### config.mk
export PLATFORM = sky130hd
export DESIGN_NAME = humidity_temp_frame_decoder_flat
export DESIGN_NICKNAME = d
export VERILOG_FILES = /design/src/rtl/core/htfd_pkg.sv /design/src/rtl/core/htfd_in_if.sv /design/src/rtl/core/htfd_out_if.sv /design/src/rtl/core/humidity_temp_frame_decoder.sv /design/src/rtl/core/htfd_framer.sv /design/src/flat_wrapper.sv
export SDC_FILE = /design/constraint.sdc
export NUM_CORES = 1
export LEC_CHECK = 0
export ABC_AREA = 0
export BUFFER_PORTS_ARGS = -buffer_cell sky130_fd_sc_hd__buf_2
export CORE_MARGIN = 4
export CORE_UTILIZATION = 56
export CTS_BUF_LIST = sky130_fd_sc_hd__clkbuf_4 sky130_fd_sc_hd__clkbuf_8
export DETAILED_ROUTE_END_ITERATION = 12
export PLACE_DENSITY_LB_ADDON = 0.1
export SYNTH_ARGS = -nofsm -noshare
export SYNTH_HDL_FRONTEND = slang
export SYNTH_SLANG_ARGS = --single-unit
### constraint.sdc
create_clock -name i_clk -period 6 [get_ports i_clk]
set_input_delay 1.2 -clock i_clk [delete_from_list [all_inputs] [get_ports i_clk]]
set_output_delay 1.2 -clock i_clk [all_outputs]
set_load 0.05 [all_outputs]
### src/rtl/core/htfd_pkg.sv
`default_nettype none

package htfd_pkg;

    // CRC-8, MSB first, no final xor
    localparam logic [7:0] CRC_POLY = 8'h31;
    localparam logic [7:0] CRC_INIT = 8'hFF;

    // byte positions within a six-byte reply
    localparam logic [2:0] POS_T_HI  = 3'd0;
    localparam logic [2:0] POS_T_LO  = 3'd1;
    localparam logic [2:0] POS_T_CRC = 3'd2;
    localparam logic [2:0] POS_H_HI  = 3'd3;
    localparam logic [2:0] POS_H_LO  = 3'd4;
    localparam logic [2:0] POS_H_CRC = 3'd5;

    // fixed-point conversion constants
    localparam logic [14:0] T_SCALE = 15'd17500;
    localparam logic [13:0] H_SCALE = 14'd10000;
    localparam logic [15:0] T_BASE  = 16'd4500;

    // register map
    localparam int         PADDR_W         = 3;
    localparam logic [0:0] REG_TEMP_OFFSET = 1'b0;

    // one complete, checked reply
    typedef struct packed {
        logic [15:0] temp_word;
        logic [15:0] humid_word;
        logic        temp_ok;
        logic        humid_ok;
    } t_frame;

    // one byte through the CRC, bit by bit
    function automatic logic [7:0] crc8_byte(input logic [7:0] crc, input logic [7:0] data);
        logic [7:0] r;
        r = crc ^ data;
        for (int i = 0; i < 8; i++) begin
            r = r[7] ? ({r[6:0], 1'b0} ^ CRC_POLY) : {r[6:0], 1'b0};
        end
        return r;
    endfunction

endpackage

`default_nettype wire

### src/rtl/core/htfd_in_if.sv
`default_nettype none

interface htfd_in_if;
    logic       valid;
    logic       ready;
    logic [7:0] rx_byte;
    logic       frame_start;

    modport source (output valid, output rx_byte, output frame_start, input ready);
    modport sink   (input valid, input rx_byte, input frame_start, output ready);
endinterface

`default_nettype wire

### src/rtl/core/htfd_out_if.sv
`default_nettype none

interface htfd_out_if;
    logic               valid;
    logic               ready;
    logic signed [14:0] temperature_centi;
    logic        [13:0] humidity_centi;
    logic               temp_crc_ok;
    logic               humid_crc_ok;
    logic               reading_valid;

    modport source (output valid, output temperature_centi, output humidity_centi,
                    output temp_crc_ok, output humid_crc_ok, output reading_valid,
                    input ready);
    modport sink   (input valid, input temperature_centi, input humidity_centi,
                    input temp_crc_ok, input humid_crc_ok, input reading_valid,
                    output ready);
endinterface

`default_nettype wire

### src/rtl/core/humidity_temp_frame_decoder.sv
// Sensor reply decoder.
// Input channel i_in carries one word per reply byte: temperature MSB, LSB,
// CRC, humidity MSB, LSB, CRC. frame_start on a word forces it to be taken
// as the first byte of a reply. Each 16-bit value is checked with CRC-8
// (poly 0x31, init 0xFF).
// Output channel o_out carries one word per reply: temperature in 0.01 C
// (offset register added), humidity in 0.01 %RH, and the CRC flags. Values
// are given even when a CRC fails; reading_valid is then low.
// APB register 0 (byte address 0): temp_offset_centi, 12-bit signed.
// The result is registered: the frame register loads at the edge that accepts
// the last CRC byte, and the conversion/result register loads from it once
// the output side can take it.
// Throughput: one byte per cycle while i_in.ready is high; the CRC of a byte is a
// combinational xor network and the conversion multipliers sit in their own stage.
// Reset clears position, CRC, offset and both valid flags.
// When the receiver stalls, the result is held, one more finished reply can
// wait in the frame register, and after that i_in.ready drops.

`default_nettype none

module humidity_temp_frame_decoder
    import htfd_pkg::*;
(
    input  wire logic               i_clk,
    input  wire logic               i_rst_n,
    htfd_in_if.sink                 i_in,
    htfd_out_if.source              o_out,
    input  wire logic               psel,
    input  wire logic               penable,
    input  wire logic               pwrite,
    input  wire logic [PADDR_W-1:0] paddr,
    input  wire logic [31:0]        pwdata,
    output      logic [31:0]        prdata,
    output      logic               pready
);

    logic [11:0] r_temp_offset;
    logic        cfg_write;

    logic        in_accept;
    logic        frame_done;
    t_frame      frame;

    logic        r_s1_valid;
    t_frame      r_s1_frame;
    logic        s1_ready;

    logic               r_out_valid;
    logic signed [14:0] r_out_temp;
    logic        [13:0] r_out_humid;
    logic               r_out_temp_ok;
    logic               r_out_humid_ok;
    logic               out_load;

    logic [30:0] t_prod;
    logic [29:0] h_prod;
    logic [15:0] n_temp;

    // config register
    assign pready    = 1'b1;
    assign cfg_write = psel && penable && pwrite && (paddr[2] == REG_TEMP_OFFSET);
    assign prdata    = (paddr[2] == REG_TEMP_OFFSET) ?
                       {{20{r_temp_offset[11]}}, r_temp_offset} : 32'd0;

    always_ff @(posedge i_clk) begin
        if (!i_rst_n) begin
            r_temp_offset <= '0;
        end else if (cfg_write) begin
            r_temp_offset <= pwdata[11:0];
        end
    end

    // handshake
    assign out_load   = r_s1_valid && (!r_out_valid || o_out.ready);
    assign s1_ready   = !r_s1_valid || out_load;
    assign i_in.ready = s1_ready;
    assign in_accept  = i_in.valid && s1_ready;

    htfd_framer u_framer (
        .i_clk         (i_clk),
        .i_rst_n       (i_rst_n),
        .i_accept      (in_accept),
        .i_rx_byte     (i_in.rx_byte),
        .i_frame_start (i_in.frame_start),
        .o_done        (frame_done),
        .o_frame       (frame)
    );

    // frame register
    always_ff @(posedge i_clk) begin
        if (!i_rst_n) begin
            r_s1_valid <= 1'b0;
        end else if (frame_done) begin
            r_s1_valid <= 1'b1;
        end else if (out_load) begin
            r_s1_valid <= 1'b0;
        end
    end

    always_ff @(posedge i_clk) begin
        if (frame_done) begin
            r_s1_frame <= frame;
        end
    end

    // fixed-point conversion
    always_comb begin
        t_prod = 31'(r_s1_frame.temp_word) * 31'(T_SCALE);
        h_prod = 30'(r_s1_frame.humid_word) * 30'(H_SCALE);
        n_temp = {1'b0, t_prod[30:16]} - T_BASE + {{4{r_temp_offset[11]}}, r_temp_offset};
    end

    // result register
    always_ff @(posedge i_clk) begin
        if (!i_rst_n) begin
            r_out_valid <= 1'b0;
        end else if (out_load) begin
            r_out_valid <= 1'b1;
        end else if (o_out.ready) begin
            r_out_valid <= 1'b0;
        end
    end

    always_ff @(posedge i_clk) begin
        if (out_load) begin
            r_out_temp     <= $signed(n_temp[14:0]);
            r_out_humid    <= h_prod[29:16];
            r_out_temp_ok  <= r_s1_frame.temp_ok;
            r_out_humid_ok <= r_s1_frame.humid_ok;
        end
    end

    assign o_out.valid             = r_out_valid;
    assign o_out.temperature_centi = r_out_temp;
    assign o_out.humidity_centi    = r_out_humid;
    assign o_out.temp_crc_ok       = r_out_temp_ok;
    assign o_out.humid_crc_ok      = r_out_humid_ok;
    assign o_out.reading_valid     = r_out_temp_ok && r_out_humid_ok;

    // a result only appears after a frame was waiting
    a_out_from_s1: assert property (@(posedge i_clk) disable iff (!i_rst_n)
        $rose(r_out_valid) |-> $past(r_s1_valid))
        else $error("result without a pending frame");

    // input only blocked while a frame is waiting
    a_ready_stall: assert property (@(posedge i_clk) disable iff (!i_rst_n)
        !i_in.ready |-> (r_s1_valid && r_out_valid && !o_out.ready))
        else $error("input stalled without cause");

    // humidity stays below full scale
    a_humid_range: assert property (@(posedge i_clk) disable iff (!i_rst_n)
        r_out_valid |-> (o_out.humidity_centi <= 14'd9999))
        else $error("humidity out of range");

    // temperature within the reachable span, offset included
    a_temp_range: assert property (@(posedge i_clk) disable iff (!i_rst_n)
        r_out_valid |-> (o_out.temperature_centi >= -15'sd6548 &&
                         o_out.temperature_centi <= 15'sd15046))
        else $error("temperature out of range");

    // a finished frame never overwrites one that cannot move on
    a_no_overrun: assert property (@(posedge i_clk) disable iff (!i_rst_n)
        frame_done |-> (!r_s1_valid || out_load))
        else $error("frame register overrun");

endmodule

`default_nettype wire

### src/rtl/core/htfd_framer.sv
`default_nettype none

module htfd_framer
    import htfd_pkg::*;
(
    input  wire logic       i_clk,
    input  wire logic       i_rst_n,
    input  wire logic       i_accept,
    input  wire logic [7:0] i_rx_byte,
    input  wire logic       i_frame_start,
    output      logic       o_done,
    output      t_frame     o_frame
);

    logic [2:0]  r_pos,  n_pos;
    logic [7:0]  r_crc,  n_crc;
    logic [15:0] r_temp_word,  n_temp_word;
    logic [15:0] r_humid_word, n_humid_word;
    logic        r_temp_ok,    n_temp_ok;

    logic [2:0] pos_eff;
    logic [7:0] crc_eff;
    logic [7:0] crc_next;
    logic       crc_match;

    // frame start restarts position and CRC; stray positions act as the first byte
    always_comb begin
        pos_eff   = i_frame_start ? POS_T_HI : r_pos;
        crc_eff   = i_frame_start ? CRC_INIT : r_crc;
        if (pos_eff > POS_H_CRC) begin
            pos_eff = POS_T_HI;
        end
        crc_next  = crc8_byte(crc_eff, i_rx_byte);
        crc_match = (crc_eff == i_rx_byte);
    end

    // per-byte state update
    always_comb begin
        n_pos        = r_pos;
        n_crc        = r_crc;
        n_temp_word  = r_temp_word;
        n_humid_word = r_humid_word;
        n_temp_ok    = r_temp_ok;
        o_done       = 1'b0;
        if (i_accept) begin
            case (pos_eff)
                POS_T_HI: begin
                    n_crc       = crc_next;
                    n_temp_word = {i_rx_byte, r_temp_word[7:0]};
                    n_pos       = POS_T_LO;
                end
                POS_T_LO: begin
                    n_crc       = crc_next;
                    n_temp_word = {r_temp_word[15:8], i_rx_byte};
                    n_pos       = POS_T_CRC;
                end
                POS_T_CRC: begin
                    n_temp_ok = crc_match;
                    n_crc     = CRC_INIT;
                    n_pos     = POS_H_HI;
                end
                POS_H_HI: begin
                    n_crc        = crc_next;
                    n_humid_word = {i_rx_byte, r_humid_word[7:0]};
                    n_pos        = POS_H_LO;
                end
                POS_H_LO: begin
                    n_crc        = crc_next;
                    n_humid_word = {r_humid_word[15:8], i_rx_byte};
                    n_pos        = POS_H_CRC;
                end
                default: begin
                    // humidity CRC byte: frame complete
                    o_done = 1'b1;
                    n_crc  = CRC_INIT;
                    n_pos  = POS_T_HI;
                end
            endcase
        end
    end

    // frame contents as seen by the humidity CRC byte
    always_comb begin
        o_frame.temp_word  = r_temp_word;
        o_frame.humid_word = r_humid_word;
        o_frame.temp_ok    = r_temp_ok;
        o_frame.humid_ok   = crc_match;
    end

    always_ff @(posedge i_clk) begin
        if (!i_rst_n) begin
            r_pos        <= POS_T_HI;
            r_crc        <= CRC_INIT;
            r_temp_word  <= '0;
            r_humid_word <= '0;
            r_temp_ok    <= 1'b0;
        end else begin
            r_pos        <= n_pos;
            r_crc        <= n_crc;
            r_temp_word  <= n_temp_word;
            r_humid_word <= n_humid_word;
            r_temp_ok    <= n_temp_ok;
        end
    end

endmodule

`default_nettype wire

### src/flat_wrapper.sv
// flat-port wrapper written by rule: the top's interface ports become plain ports
module humidity_temp_frame_decoder_flat import htfd_pkg::*;
  (i_clk, i_rst_n, psel, penable, pwrite, paddr, pwdata, prdata, pready, i_in_valid, i_in_rx_byte, i_in_frame_start, i_in_ready, o_out_valid, o_out_temperature_centi, o_out_humidity_centi, o_out_temp_crc_ok, o_out_humid_crc_ok, o_out_reading_valid, o_out_ready);
  htfd_in_if i_in_i ();
  htfd_out_if o_out_i ();
  input  wire logic i_clk;
  input  wire logic i_rst_n;
  input  wire logic psel;
  input  wire logic penable;
  input  wire logic pwrite;
  input  wire logic [PADDR_W-1:0] paddr;
  input  wire logic [31:0] pwdata;
  output      logic [31:0] prdata;
  output      logic pready;
  input wire logic [$bits(i_in_i.valid)-1:0] i_in_valid;
  input wire logic [$bits(i_in_i.rx_byte)-1:0] i_in_rx_byte;
  input wire logic [$bits(i_in_i.frame_start)-1:0] i_in_frame_start;
  output wire logic [$bits(i_in_i.ready)-1:0] i_in_ready;
  output wire logic [$bits(o_out_i.valid)-1:0] o_out_valid;
  output wire logic [$bits(o_out_i.temperature_centi)-1:0] o_out_temperature_centi;
  output wire logic [$bits(o_out_i.humidity_centi)-1:0] o_out_humidity_centi;
  output wire logic [$bits(o_out_i.temp_crc_ok)-1:0] o_out_temp_crc_ok;
  output wire logic [$bits(o_out_i.humid_crc_ok)-1:0] o_out_humid_crc_ok;
  output wire logic [$bits(o_out_i.reading_valid)-1:0] o_out_reading_valid;
  input wire logic [$bits(o_out_i.ready)-1:0] o_out_ready;
  assign i_in_i.valid = i_in_valid;
  assign i_in_i.rx_byte = i_in_rx_byte;
  assign i_in_i.frame_start = i_in_frame_start;
  assign i_in_ready = i_in_i.ready;
  assign o_out_valid = o_out_i.valid;
  assign o_out_temperature_centi = o_out_i.temperature_centi;
  assign o_out_humidity_centi = o_out_i.humidity_centi;
  assign o_out_temp_crc_ok = o_out_i.temp_crc_ok;
  assign o_out_humid_crc_ok = o_out_i.humid_crc_ok;
  assign o_out_reading_valid = o_out_i.reading_valid;
  assign o_out_i.ready = o_out_ready;
  humidity_temp_frame_decoder u_core (.i_clk(i_clk), .i_rst_n(i_rst_n), .i_in(i_in_i), .o_out(o_out_i), .psel(psel), .penable(penable), .pwrite(pwrite), .paddr(paddr), .pwdata(pwdata), .prdata(prdata), .pready(pready));
endmodule
* Word level (Yosys, flattened, before mapping)
Cells that the tools add are included.
** Word-level totals
- Bits in registers :: 123
- Input bits :: 51
- Logic and storage cells :: 84
- Output and inout bits :: 67
** Operators by class
- Eq/ne operators :: 5
- $add $sub $neg :: 2
- Multiplexer cells :: 22
- $lt $le $gt $ge :: 1
- Bitwise gates (word level) :: 14
- Multiply operators :: 2
- Reduce and logical (&&, ||, !) cells :: 20
** Operators with widths (count)
- $pmux W16 S2 :: 2
- $mux W6 :: 8
- $mux W32 :: 1
- $mul A16 B13 Y29 const B :: 1
- $mul A16 B10 Y26 const B :: 1
- $not A3 Y3 :: 8
- $mux W8 :: 2
- $add A15 B15 Y15 :: 1
- $pmux W3 S5 :: 1
- $sub A15 B13 Y15 const B :: 1
- $reduce_and A3 Y1 :: 4
- $eq A8 B8 Y1 :: 1
- $xor A8 B8 Y8 :: 1
- $eq A3 B2 Y1 const B :: 2
- $logic_and A1 B1 Y1 :: 6
- $mux W1 :: 6
- $mux W3 :: 2
- $not A1 Y1 :: 5
- $reduce_or A5 Y1 :: 1
- $reduce_bool A2 Y1 :: 2
- $reduce_or A4 Y1 :: 1
- $eq A3 B1 Y1 const B :: 1
- $eq A3 B3 Y1 const B :: 1
- $gt A3 B3 Y1 const B :: 1
- 4 further kinds :: 6

* Depth between registers and ports, before layout
- Word-level depth :: 19
- Gate-level depth with buffers :: 28
- Mapped depth without buffers :: 28

* Modules after synthesis
Synthesis repeated with hierarchy kept, for this count alone.
** Second synthesis, totals
- Cells, all modules :: 1078
- Area, all modules :: 10951.8 sq um
** Modules (own cells, without submodules)
- humidity_temp_frame_decoder :: area an instance 8789.7 sq um, times used 1, cells each 832, sequential area each 2232.1 sq um
- htfd_framer :: area an instance 2162.1 sq um, times used 1, cells each 246, sequential area each 880.8 sq um

* Worst setup path before layout
No wires, ideal clock.
- Kind :: register to register
- Start point :: register u_core.r_s1_frame[31] (netlist name)
- End point :: register u_core.r_out_temp[14] (netlist: u_core.o_out.temperature_centi[14]), data pin
- Path slack :: -0.154 ns
- Stages on the path, launching flop included :: 29
- Path buffers :: 0
- Arrival :: 5.894 ns
- Library setup time :: 0.260 ns
- Path through :: edfxtp_1 > ha_1 > inv_1 > fa_1 > inv_1 > ha_1 > fa_1 > inv_1 > fa_1 > inv_1 > ha_1 > a21o_1 > a211oi_1 > o2bb2ai_1 > o21ai_1 > a21boi_1 > o21a_1 > or2_1 > ha_1 > inv_1 > ha_1 > nor3_1 > o211ai_1 > a31oi_1 > a21oi_1 > a21o_1 > a21oi_1 > xnor2_1 > xnor2_1
** On the way
- Longest elaborated chain between the ends :: 3
** Ends and longest elaborated chain
- start, declared :: RTL line humidity_temp_frame_decoder.sv:45 : t_frame r_s1_frame;
- start signal, assigned :: RTL line humidity_temp_frame_decoder.sv:102 : r_s1_frame <= frame;
- $mul A16 B13 Y29 :: RTL line humidity_temp_frame_decoder.sv:108 : t_prod = 31'(r_s1_frame.temp_word) * 31'(T_SCALE);
- $sub A15 B13 Y15 :: RTL line humidity_temp_frame_decoder.sv:110 : n_temp = {1'b0, t_prod[30:16]} - T_BASE + {{4{r_temp_offset[11]}}, r_temp_offset};
- $add A15 B15 Y15 :: RTL line humidity_temp_frame_decoder.sv:110
- via u_core.n_temp[14] :: RTL line humidity_temp_frame_decoder.sv:57 : logic [15:0] n_temp;
- end signal, assigned :: RTL line humidity_temp_frame_decoder.sv:126 : r_out_temp <= $signed(n_temp[14:0]);
- end, declared :: RTL line humidity_temp_frame_decoder.sv:49 : logic signed [14:0] r_out_temp;
The timed path passes the listed nets, and every way through them passes these cells.
A chain may end at the register's enable or synchronous reset.

* Final worst setup path
- Start point :: register u_core.r_s1_frame[26] (netlist name)
- End point :: register u_core.r_out_temp[13] (netlist: u_core.o_out.temperature_centi[13]), data pin
The elaborated chain is that of the path after synthesis.

==> Implementation_results.wiki <==
{| class="wikitable"
! Metric !! Value
|-
| FFs w/ async S/R, synth || 0%
|-
| Sort of element at the end of the critical path || flip-flop
|-
| Worst Setup Slack, final || -0.113 ns
|-
| Kind of launch point of the worst setup path || flip-flop
|-
| Top-Level Pins || 118
|-
| Area taken by multi-input logic gates || 7060 µm²
|-
| Inserted Diodes || 0
|-
| Setup skew after layout || 0.0125 ns
|-
| Die ar. || 21500 µm²
|-
| Design Power || 1870 µW
|-
| Maximum buffer depth of the clock tree || 2
|-
| Fraction of final layout cells with drive strength greater than 1 || 23.5%
|-
| Maximum fanout count along the critical path || 3
|-
| Combinational family with the most area after synthesis || adder cells
|-
| Commonest non-fill, non-tap cell in the layout || inv_1
|-
| Max Fclk || 164 MHz
|-
| CP startpoint || u_core.r_s1_frame[26]$_DFFE_PP_
|-
| Post-DR vias/cell || 5.02
|-
| Detailed Route WL || 21100 µm
|-
| HP Class || flip-flop to flip-flop
|-
| Run status || finished, violations left
|-
| Final-stage net count || 1541
|-
| Startpoint of the worst hold path || u_core.u_framer.r_humid_word[6]$_SDFFE_PN0P_
|-
| Total clock buffers created by CTS || 17
|-
| Worst path arrival time || 6.32 ns
|-
| HPWL after DPL || 16600 µm
|-
| Source-to-sink clock delay at the later pin of the worst-skew pair || 0.44 ns
|-
| Post-synthesis adder-cell area fraction || 36.8%
|-
| Leakage power || 0.00617 µW
|-
| Peak VDD IR || 0.151 mV
|-
| Post-synthesis cell type with the largest combined area || ha_1
|-
| Average wire length per cell after detail routing || 14.1 µm
|-
| Initial antenna violation count || 0
|-
| Synth-to-Final Area Change || 18.7%
|-
| Setup TNS || -0.166 ns
|-
| Count of maximum capacitance violations || 0
|-
| Required time reported for the critical path endpoint || 6.21 ns
|-
| CTS HTree Levels || 4
|-
| Final ANT Viol Nets || 0
|-
| First-pass GRT wire length || 35500 µm
|-
| Total routing usage reported by global routing || 20.3%
|-
| Count of pins over their slew limit || 0
|-
| Number of design-rule violations left by the first detailed-router iteration || 269
|-
| Vias in the first global route || 7620
|-
| Share of synthesized area occupied by flip-flops and latches || 28.9%
|-
| Number of failing hold endpoints at the final stage || 0
|-
| EDFF count, synth || 65
|-
| Register area || 3110 µm²
|-
| Initial core utilization || 57.2%
|-
| Area share of the largest cell type after synthesis || 22.1%
|-
| Synth Register Bits || 123
|-
| Average cell area after synthesis || 10.1 µm²
|-
| Commonest non-fill, non-tap cells in the layout || inv_1, ha_1, buf_2
|-
| Clock-pin slew of the registers on the worst-case setup and hold paths || 0.08 ns
|-
| Start of the worst register-to-register path || u_core.r_s1_frame[26]$_DFFE_PP_
|-
| Net Count, Synth || 1383
|-
| Vias || 7502
|-
| Power density of the placed cells || 146 nW/µm²
|-
| Unrepaired setup endpoints after global routing || true
|-
| Mux contribution to synthesized area || 0.837%
|-
| TritonCTS clock tree || yes
|-
| Pin count of the biggest net entering global routing || 59
|-
| Syn Inst Count || 1063
|-
| Final worst path period share || 102%
|-
| Count of cell types in the netlist || 65
|-
| Failing checks || negative setup slack
|-
| # setup viols final || 2
|-
| Total standard cell area after synthesis || 10800 µm²
|-
| Ys flop type || edfxtp_1
|-
| Synth Area in Compound Gates || 10.1%
|-
| Xor/xnor cell area share of the yosys netlist || 4.72%
|-
| Count of standard-cell rows || 50
|-
| Cell types occupying the most area after synthesis || ha_1, edfxtp_1, fa_1
|-
| Number of search-and-repair iterations in the first detailed-routing pass || 6
|-
| Chip Width || 147 µm
|-
| Headroom to the max-slew limit || 36.4%
|-
| Final worst path period need || 6.11 ns
|-
| Type of the worst setup path || flip-flop to flip-flop
|-
| Fraction of the core area covered by cells at the end of the flow || 67.9%
|-
| Number of remaining DRC errors || 0
|-
| Register-to-register path setup slack || -0.11 ns
|-
| Clock Tree Root || clkbuf_8
|-
| Number of fill cells in the layout || 1480
|-
| Simple-gate share of the synthesized area || 9.39%
|-
| Final RePlAce weighted congestion || 0.815
|-
| Yosys warning total || 0
|-
| Number of sinks on the clock net || 123
|-
| Die H || 147 µm
|-
| Number of input and output port buffers inserted || 94
|-
| Worst Tran Pin Value || 0.955 ns
|-
| Global route total overflow || 0
|-
| Area of the placeable core || 18800 µm²
|}
-- final timing paths --
kind | endpoint | cells past startpoint
max reg2reg | u_core.o_out.temperature_centi[13]$_DFFE_PP_ | 26
min | u_core.r_s1_frame[8]$_DFFE_PP_ | 0
min reg2reg | u_core.r_s1_frame[8]$_DFFE_PP_ | 0
max | u_core.o_out.temperature_centi[13]$_DFFE_PP_ | 26
-- what timing repair did --
action	4_1_cts	5_1_grt
hold buffers	0	0
resized for setup	28	26
endpoints found under the setup margin	4	6
pin swaps	23	28
setup buffers	10	9
-- cells by family after synthesis --
group	Yosys count
adder cells (fa/ha/maj)	269
buffers and inverters	244
AND/OR/NAND/NOR	214
AO/OA/AOI/OAI	145
flip-flops	123
XOR/XNOR	58
multiplexers	9
other	1
-- synth_stat cells (2+ instances only) --
master	n
inv_1	201
nor2_1	37
and2_1	3
a21oi_1	29
fa_1	79
a211oi_2	2
edfxtp_1	65
o22ai_1	8
or3_1	3
a31oi_1	3
nor4_1	2
nand3_1	25
buf_4	21
and3_1	2
a21boi_1	2
o21a_1	7
o21bai_1	4
or2_1	2
clkbuf_1	18
a21boi_0	38
nand2b_1	5
dfxtp_1	58
mux2i_1	9
a22o_1	3
o21ai_0	11
a211oi_1	3
o21ai_1	3
a21o_1	14
nand4_1	3
nor2b_1	19
nand2_1	87
buf_2	4
a21oi_2	2
ha_1	190
nor2_2	2
nor3_1	11
xor2_1	18
or2_2	4
xnor2_1	40
-- sequential cells by signal, summed over array words and instances, names as in the netlist --
| register | cells |
|---|---|
| u_core.r_s1_frame | 34 |
| u_core.u_framer.r_humid_word | 16 |
| u_core.u_framer.r_temp_word | 16 |
| u_core.o_out.temperature_centi | 15 |
| u_core.o_out.humidity_centi | 14 |
| u_core.r_temp_offset | 12 |
| u_core.u_framer.r_crc | 8 |
| u_core.u_framer.r_pos | 3 |
| u_core.o_out.humid_crc_ok | 1 |
| u_core.o_out.temp_crc_ok | 1 |
| u_core.o_out.valid | 1 |
| u_core.r_s1_valid | 1 |
| u_core.u_framer.r_temp_ok | 1 |
-- critical path, stage by stage (launching register included) --
cell and delay [ns]:
edfxtp_1 0.40, buf_4 0.18, ha_4 0.24, fa_1 0.46, ha_1 0.31, inv_1 0.05
fa_1 0.47, inv_1 0.05, fa_1 0.47, ha_1 0.32, o21a_1 0.14, o21bai_4 0.16
a21oi_2 0.06, o21ai_1 0.14, nand2b_1 0.12, xor2_1 0.16, ha_1 0.29, ha_2 0.21
fa_2 0.34, a21o_1 0.18, a21oi_2 0.15, nor2b_1 0.07, o21ai_2 0.15, a21oi_2 0.09
a41o_1 0.21, o41a_1 0.33, xor2_1 0.14
-- power by group --
part           total (µW)  internal (µW)  switching, µW
Combinational         219            101            118
Clock                 728            387            341
Sequential            920            902           18.2
-- layer usage --
| layer | vias to the layer above | track usage (%) | wire length, µm |
|---|---|---|---|
| met2 | 123 | 34.6 | 10500 |
| met1 | 3544 | 27.0 | 9570 |
| met5 | - | 0 | 0 |
| met4 | 0 | 5.32 | 356 |
| met3 | 28 | 3.10 | 655 |
| li1 | 3807 | - | - |
-- cell type report --
class,count,share of cell area [%]
clock buffer,20,2.05
sequential,123,24.3
tap,260,2.54
inverter,201,5.90
clock inverter,12,0.949
timing repair buffer,182,8.99
multi-input combinational,696,55.2
-- metrics by stage --
step | hold WS [ns] | instance area (µm²) | instances | setup WS, ns
after floorplan | 0.400 | 10900 | 1063 | 0.0000604
after global placement | 0.412 | 11900 | 1444 | -0.325
after detailed placement | 0.415 | 11900 | 1444 | -0.437
after CTS | 0.429 | 12600 | 1486 | -0.114
after global routing | 0.441 | 12800 | 1494 | -0.391
final | 0.429 | 12800 | 1494 | -0.113
(Power assumes the default switching activity.)
